==> config.mk <==
export PLATFORM = sky130hd
export DESIGN_NAME = base64url_stream_encoder_core
export DESIGN_NICKNAME = d
export VERILOG_FILES = /design/src/rtl/b64u_pkg.sv /design/src/rtl/b64u_enc.sv /design/src/rtl/base64url_stream_encoder_core.sv
export SDC_FILE = /design/constraint.sdc
export NUM_CORES = 1
export LEC_CHECK = 0
export ABC_AREA = 1
export BUFFER_PORTS_ARGS = -buffer_cell sky130_fd_sc_hd__buf_2
export CAP_MARGIN = 20
export CORE_MARGIN = 4
export CORE_UTILIZATION = 50
export DETAILED_ROUTE_END_ITERATION = 10
export PLACE_DENSITY = 0.69
export SETUP_SLACK_MARGIN = 0.15
export SLEW_MARGIN = 20
export SYNTH_ARGS = -nofsm -noshare
export SYNTH_HDL_FRONTEND = slang
export SYNTH_HIERARCHICAL = 1
export SYNTH_SLANG_ARGS = --single-unit
==> constraint.sdc <==
create_clock -name clk -period 3.1 [get_ports clk]
set_input_delay 0.775 -clock clk [delete_from_list [all_inputs] [get_ports clk]]
set_output_delay 0.775 -clock clk [all_outputs]
set_load 0.01 [all_outputs]
==> src/rtl/b64u_pkg.sv <==
package b64u_pkg;

    localparam int unsigned ByteW   = 8;
    localparam int unsigned SextetW = 6;
    localparam int unsigned CharW   = 7;
    localparam int unsigned PosW    = 2;
    localparam int unsigned CarryW  = 4;

    // position of the next byte inside its three-byte group
    localparam logic [PosW-1:0] POS_FIRST  = 2'd0;
    localparam logic [PosW-1:0] POS_SECOND = 2'd1;
    localparam logic [PosW-1:0] POS_THIRD  = 2'd2;

    localparam logic [CharW-1:0] CHAR_UPPER_A = 7'h41;
    localparam logic [CharW-1:0] CHAR_LOWER_A = 7'h61;
    localparam logic [CharW-1:0] CHAR_ZERO    = 7'h30;
    localparam logic [CharW-1:0] CHAR_DASH    = 7'h2d;
    localparam logic [CharW-1:0] CHAR_UNDER   = 7'h5f;

    typedef struct packed {
        logic [CharW-1:0]  char0;
        logic [CharW-1:0]  char1;
        logic              two;
        logic [PosW-1:0]   pos_next;
        logic [CarryW-1:0] carry_next;
    } enc_res_t;

    function automatic logic [CharW-1:0] sextet_char(input logic [SextetW-1:0] v);
        logic [CharW-1:0] idx;
        logic [CharW-1:0] c;
        idx = {1'b0, v};
        if (v < 6'd26)
            c = CHAR_UPPER_A + idx;
        else if (v < 6'd52)
            c = CHAR_LOWER_A + idx - 7'd26;
        else if (v < 6'd62)
            c = CHAR_ZERO + idx - 7'd52;
        else if (v == 6'd62)
            c = CHAR_DASH;
        else
            c = CHAR_UNDER;
        return c;
    endfunction

endpackage

==> src/rtl/b64u_enc.sv <==
module b64u_enc
(
    input  logic [b64u_pkg::ByteW-1:0]  data_byte,
    input  logic                        last_byte,
    input  logic [b64u_pkg::PosW-1:0]   pos,
    input  logic [b64u_pkg::CarryW-1:0] carry,
    output b64u_pkg::enc_res_t          res
);
    import b64u_pkg::*;

    logic [SextetW-1:0] s0;
    logic [SextetW-1:0] s1;

    always_comb
    begin
        res = '0;
        case (pos)
            POS_SECOND:
            begin
                s0 = {carry[1:0], data_byte[7:4]};
                s1 = {data_byte[3:0], 2'b00};
                res.two        = last_byte;
                res.pos_next   = last_byte ? POS_FIRST : POS_THIRD;
                res.carry_next = last_byte ? '0 : data_byte[3:0];
            end
            POS_THIRD:
            begin
                s0 = {carry[3:0], data_byte[7:6]};
                s1 = data_byte[5:0];
                res.two        = 1'b1;
                res.pos_next   = POS_FIRST;
                res.carry_next = '0;
            end
            default:
            begin
                // the unused position code behaves as a group start
                s0 = data_byte[7:2];
                s1 = {data_byte[1:0], 4'b0000};
                res.two        = last_byte;
                res.pos_next   = last_byte ? POS_FIRST : POS_SECOND;
                res.carry_next = last_byte ? '0 : {2'b00, data_byte[1:0]};
            end
        endcase
        res.char0 = sextet_char(s0);
        res.char1 = sextet_char(s1);
    end

endmodule

==> src/rtl/base64url_stream_encoder_core.sv <==
// channel | signals                       | direction | payload
// --------+-------------------------------+-----------+------------------------------------
// in      | in_valid / in_stall           | sink      | data_byte[7:0], last_byte
// out     | out_valid / out_stall         | source    | out_char[6:0], step_last, message_last
//
// a byte yields one character, or two (third byte of a group, or last byte of a
// message); the result register presents one character per cycle unless out stalls.
// sustained: 4 characters per 3 bytes. a byte passes the input register and then the
// result pair before its first character appears.
// rst_n clears group position, carried bits and all valid flags; no clearing pass.
// a stall on out holds the character; in stalls only when the result pair cannot drain.
module base64url_stream_encoder_core
(
    input  logic                      clk,
    input  logic                      rst_n,
    input  logic                      in_valid,
    output logic                      in_stall,
    input  logic [b64u_pkg::ByteW-1:0] data_byte,
    input  logic                      last_byte,
    output logic                      out_valid,
    input  logic                      out_stall,
    output logic [b64u_pkg::CharW-1:0] out_char,
    output logic                      step_last,
    output logic                      message_last
);
    import b64u_pkg::*;

    logic              s1_valid_reg, s1_valid_next;
    logic [ByteW-1:0]  s1_byte_reg;
    logic              s1_last_reg;
    logic [PosW-1:0]   pos_reg, pos_next;
    logic [CarryW-1:0] carry_reg, carry_next;
    logic              pair_valid_reg, pair_valid_next;
    logic              pair_two_reg, pair_two_next;
    logic [CharW-1:0]  char0_reg, char0_next;
    logic [CharW-1:0]  char1_reg, char1_next;
    logic              msg_last_reg, msg_last_next;

    logic     in_take;
    logic     out_take;
    logic     pair_free;
    logic     s1_move;
    enc_res_t enc;

    b64u_enc u_enc
    (
        .data_byte (s1_byte_reg),
        .last_byte (s1_last_reg),
        .pos       (pos_reg),
        .carry     (carry_reg),
        .res       (enc)
    );

    assign out_take  = pair_valid_reg && !out_stall;
    // pair is free when empty or its final character leaves this cycle
    assign pair_free = !pair_valid_reg || (out_take && !pair_two_reg);
    assign s1_move   = s1_valid_reg && pair_free;
    assign in_stall  = s1_valid_reg && !pair_free;
    assign in_take   = in_valid && !in_stall;

    always_comb
    begin
        s1_valid_next   = s1_valid_reg;
        pos_next        = pos_reg;
        carry_next      = carry_reg;
        pair_valid_next = pair_valid_reg;
        pair_two_next   = pair_two_reg;
        char0_next      = char0_reg;
        char1_next      = char1_reg;
        msg_last_next   = msg_last_reg;

        if (in_take)
            s1_valid_next = 1'b1;
        else if (s1_move)
            s1_valid_next = 1'b0;

        if (s1_move)
        begin
            pos_next        = enc.pos_next;
            carry_next      = enc.carry_next;
            pair_valid_next = 1'b1;
            pair_two_next   = enc.two;
            char0_next      = enc.char0;
            char1_next      = enc.char1;
            msg_last_next   = s1_last_reg;
        end
        else if (out_take)
        begin
            if (pair_two_reg)
            begin
                char0_next    = char1_reg;
                pair_two_next = 1'b0;
            end
            else
                pair_valid_next = 1'b0;
        end
    end

    always_ff @(posedge clk or negedge rst_n)
    begin
        if (!rst_n)
        begin
            s1_valid_reg   <= 1'b0;
            pos_reg        <= POS_FIRST;
            carry_reg      <= '0;
            pair_valid_reg <= 1'b0;
            pair_two_reg   <= 1'b0;
        end
        else
        begin
            s1_valid_reg   <= s1_valid_next;
            pos_reg        <= pos_next;
            carry_reg      <= carry_next;
            pair_valid_reg <= pair_valid_next;
            pair_two_reg   <= pair_two_next;
        end
    end

    always_ff @(posedge clk)
    begin
        if (in_take)
        begin
            s1_byte_reg <= data_byte;
            s1_last_reg <= last_byte;
        end
        char0_reg    <= char0_next;
        char1_reg    <= char1_next;
        msg_last_reg <= msg_last_next;
    end

    assign out_valid    = pair_valid_reg;
    assign out_char     = char0_reg;
    assign step_last    = !pair_two_reg;
    assign message_last = !pair_two_reg && msg_last_reg;

endmodule

# After elaboration in Yosys (flattened, before gate mapping)
# Index checks and enable logic that the tools add are counted.
totals:
  ff_bits: 33
  input_bits: 13
  output_inout_bits: 11
  word_cells: 73
classes:
  addsub: 10
  n_lt_le_gt_ge: 6
  eq_ne: 5
  mux: 25
  n_reduce_logical: 17
ops:
  columns: ["op", "n"]
  rows:
  - ["$mux 7", 11]
  - ["$add 7x6->7 const A", 4]
  - ["$lt 6x6->1 const B", 4]
  - ["$pmux 6 s2", 2]
  - ["$add 6x6->7 const A", 2]
  - ["$pmux 7 s2", 1]
  - ["$sub 7x5->7 const B", 2]
  - ["$sub 7x6->7 const B", 2]
  - ["$eq 6x6->1 const B", 2]
  - ["$lt 6x5->1 const B", 2]
  - ["$mux 1", 8]
  - ["$logic_and 1x1->1", 6]
  - ["$reduce_bool 2->1", 3]
  - ["$logic_not 1->1", 5]
  - ["$mux 2", 2]
  - ["$mux 4", 1]
  - ["$reduce_and 2->1", 2]
  - ["$eq 2x1->1 const B", 1]
  - ["$eq 2x2->1 const B", 1]
  - ["$ne 2x1->1 const B", 1]
  - ["$logic_or 1x1->1", 1]

# Logic depth before layout (Yosys ltp)
depth:
  word_depth: 9
  ltp_mapped: 17
  depth_no_buf: 16

# Hierarchy
# Netlist, hierarchy kept.
by_module_without_submodules:
  columns: ["mod", "n_inst", "cells_per_inst", "area_each_um2", "seq_area_each_um2"]
  rows:
  - ["b64u_enc", 1, 242, 1336.3, 0.0]
  - ["base64url_stream_encoder_core", 1, 96, 1241.2, 945.9]

# Worst setup path before layout
# Ideal clock, no wire load.
synth_path:
  kind: "flip-flop to flip-flop"
  start: "register pos_reg[0]"
  end: "register char1_reg[4], data pin"
  setup_ns: 0.252
  arrival_time_ns: 1.920
  t_required_ns: 2.848
  setup_slack_ns: 0.927
  stages_incl_launch_ff: 17
  path_buffers: 2
  period_less_slack_ns: 2.173
  path_cell_list: "dfrtp_1 -> inv_1 -> ha_1 -> buf_6 -> inv_8 -> buf_12 -> nand2_2 -> inv_2 -> ha_1 -> inv_1 -> o21ai_0 -> inv_1 -> nor2_1 -> o21ai_0 -> nand2_1 -> nand2_1 -> nand2_1"
synth_rtl:
  columns: ["item", "line", "source"]
  rows:
  - ["start, declared", "base64url_stream_encoder_core.sv:31", "logic [PosW-1:0] pos_reg, pos_next;"]
  - ["start signal, assigned", "base64url_stream_encoder_core.sv:112", "pos_reg <= pos_next;"]
  - ["end signal, assigned", "base64url_stream_encoder_core.sv:127", "char1_reg <= char1_next;"]
  - ["end, declared", "base64url_stream_encoder_core.sv:36", "logic [CharW-1:0] char1_reg, char1_next;"]

==> run_results.csv <==
group,metric,value,unit
status,status,"finished clean",
logic_synthesis,synth_most_common_cell,"nand2_1",
route,routed_via_density,5.01,
timing,fin_crit_sh,85.2,%
route,via_count,2145,
global_routing,grt_pass1_wl,8940,µm
pwr,p_int,1.43,mW
pwr,total_power,2.89,mW
timing,worstMarginPinSlew,0.560,ns
timing,fmax,379,MHz
timing,hold_viol,0,
timing,period_minus_slack,2.64,ns
pwr,swShare,50.5,%
clock_tree,clock_latency,0.29,ns
worst_setup_path,critPathMaxFanout,27,
run,maxCapViolations,0,
clock_tree,htreeDepth,2,
logic_synthesis,yosys-top-cells-count,"nand2_1, nand3_1, nor2_1, edfxtp_1, inv_1",
cells_and_area,largest_reg_flops,8,
global_routing,antenna_found_initial,0,
floorplan,die_h,79.8,µm
clock_tree,hold_buffers,0,
floorplan,fp.dieW,79.8,µm
worst_setup_path,worstSetupEndpointType,"register",
global_routing,track_usage,18.1,%
pwr,share_comb_of_total_power,64.0,%
logic_synthesis,yosys_register_bits,33,
floorplan,core_region_area,4850,µm²
route,drt_iter0_drc,122,
pwr,p_clk_share,10.7,%
clock_tree,tritoncts,"done",
cells_and_area,nets,382,
logic_synthesis,synth.distinct_cells,35,
timing,rsz0062_at_grt,"no",
placement,numPortBuffers,23,
clock_tree,cts.sinks,33,
floorplan,dieArea,6370,µm²
placement,place.gp.congestion,0.997,
timing,maxSlewViolCount,0,
global_routing,grt_pass1_vias,1995,
worst_setup_path,worstPathArrival,2.68,ns
global_routing,global_route.overflow_total,0,
floorplan,rows,25,
logic_synthesis,synth_top_area_share,28.0,%
timing,fin_skew,0.00841,ns
worst_setup_path,path_class,"register to register",
clock_tree,cts-resized-gates,0,
pwr,seq_power_share,25.3,%
logic_synthesis,synth-main-ff-cell,"edfxtp_1",
worst_setup_path,required,3.14,ns
pwr,max-vdd-ir-drop,489,µV
logic_synthesis,avgSynthCellArea,7.63,µm²
floorplan,start_util,53.2,%
logic_synthesis,syn-num-nets,360,
worst_setup_path,r2r_cells,13,
route,routed_wl,5200,µm
cells_and_area,synthToLayoutAreaGrowth,7.72,%
clock_tree,cts.clk_slew.worst_paths,0.07,ns
route,remaining_drc_errors,0,
timing,relSlewSlack,62.7,%
pwr,p_sw,1.46,mW
logic_synthesis,synth_edf_count,24,
logic_synthesis,synth.largest_area_cell,"edfxtp_1",
worst_setup_path,cp-start-kind,"register",
timing,fin_tns_setup,0,ns
route,antenna_left,0,
global_routing,grt_max_degree,28,
clock_tree,clock_path_buffers,2,
clock_tree,ctsRootBufferMaster,"clkbuf_8",
pwr,leakage,1.37,nW
cells_and_area,fill_cells,438,
cells_and_area,postLayoutCoreUtil,57.3,%
logic_synthesis,ys_seq_area_share,36.7,%
logic_synthesis,yosysWarnings,6,
logic_synthesis,synthTopCellsByArea,"edfxtp_1, nand2_1, dfrtp_1",
placement,dp_hpwl,4010,µm
floorplan,io_pins,24,
clock_tree,postCtsSetupRepairBufs,0,
worst_hold_path,min_path_type,"input pin to async pin",
route,drt_first_pass_iters,4,
cells_and_area,antenna_cells,0,
logic_synthesis,synth_area,2580,µm²
cells_and_area,layout-drive-gt1-share,24.1,%
timing,setup_violations,0,
clock_tree,cts_inserted_buffers,5,
logic_synthesis,syn_inst,338,
logic_synthesis,ys_async_sr_fraction,27.3,%
pwr,power_density,1040,nW/µm²
route,drt-wirelength-per-cell,12.1,µm
cell families (layout without fill, tap and decap cells):
family,Yosys count,in the layout,share of synthesized area (%)
and+or+nand+nor,231,231,44.4
DFF,33,33,36.7
AOI/OAI and AO/OA,20,20,4.90
xor gates and xnor gates,3,3,1.02
adders and majority gates,9,9,4.37
buffers and inverters,42,65,8.59
power by group through the flow:
stage	clock, mW	sequential, mW	combinational, mW
global route	0.345	0.743	2.07
detailed placement	0	0.740	1.83
floorplan	0	0.743	1.57
CTS	0.319	0.730	1.84
finish	0.309	0.730	1.85
global placement	0	0.739	1.82
worst paths after layout:
kind | from | endpoint | slack [ns]
setup / recovery | pos_reg[1]$_DFFE_PN0P_ | char1_reg[4]$_DFFE_PP_ | 0.46
hold / removal | rst_n | pos_reg[1]$_DFFE_PN0P_ | 0.33
setup reg to reg | pos_reg[1]$_DFFE_PN0P_ | char1_reg[4]$_DFFE_PP_ | 0.46
hold reg to reg | carry_reg[3]$_DFFE_PN0P_ | carry_reg[3]$_DFFE_PN0P_ | 0.50
max in group asynchronous | rst_n | pos_reg[0]$_DFFE_PN0P_ | 2.59
min in group clk | carry_reg[3]$_DFFE_PN0P_ | carry_reg[3]$_DFFE_PN0P_ | 0.50
per-layer routing:
layer | wire (µm) | share of wire [%] | global-route usage [%]
met5 | 0 | 0 | 0
met4 | 91 | 1.8 | 6.59
met3 | 263 | 5.1 | 3.84
met2 | 2430 | 47 | 29.5
met1 | 2420 | 47 | 23.6
cell type report:
type | instances | area (µm²) | area share, %
clock inverters | 2 | 10.0 | 0.361
repair buffers | 24 | 123 | 4.42
well taps | 67 | 83.8 | 3.02
clock buffers | 6 | 72.6 | 2.61
flip-flops and latches | 33 | 946 | 34.1
inverters | 33 | 131 | 4.73
multi-input cells | 263 | 1410 | 50.8
critical path: stages (launching register included):
cell	delay (ns)
dfrtp_1	0.40
ha_1	0.56
inv_8	0.15
nand2_2	0.17
inv_2	0.07
ha_1	0.22
inv_1	0.11
o21ai_0	0.14
inv_1	0.10
nor2_1	0.05
o21ai_0	0.23
nand2_1	0.08
nand2_1	0.06
nand2_1	0.05
layout by cell type, fill, tap and decap left out, types with 2 or more instances in the layout:
master	n
dfrtp_1	9
buf_2	23
nand3_2	6
nor2_2	2
o21ai_0	8
inv_1	22
clkbuf_8	5
or2_1	4
nand2_1	113
nor3_1	4
nand2_2	17
nand4_1	3
nand2_4	9
nor2_4	4
nor2_1	26
ha_1	9
inv_2	10
o21ai_1	2
edfxtp_1	24
or2_2	2
nand3_1	39
xor2_1	2
a21oi_1	5
clkinv_2	2
per-stage QoR:
step | instance area [µm²] | hold WS, ns | instances | setup slack, ns
floorplan | 2580 | 0.442 | 338 | 0.927
global placement | 2690 | 0.463 | 420 | 0.619
detailed placement | 2690 | 0.476 | 420 | 0.577
CTS | 2780 | 0.326 | 428 | 0.563
global route | 2780 | 0.330 | 428 | 0.325
finish | 2780 | 0.326 | 428 | 0.459
Note: power is estimated with default switching activity, not from simulation.
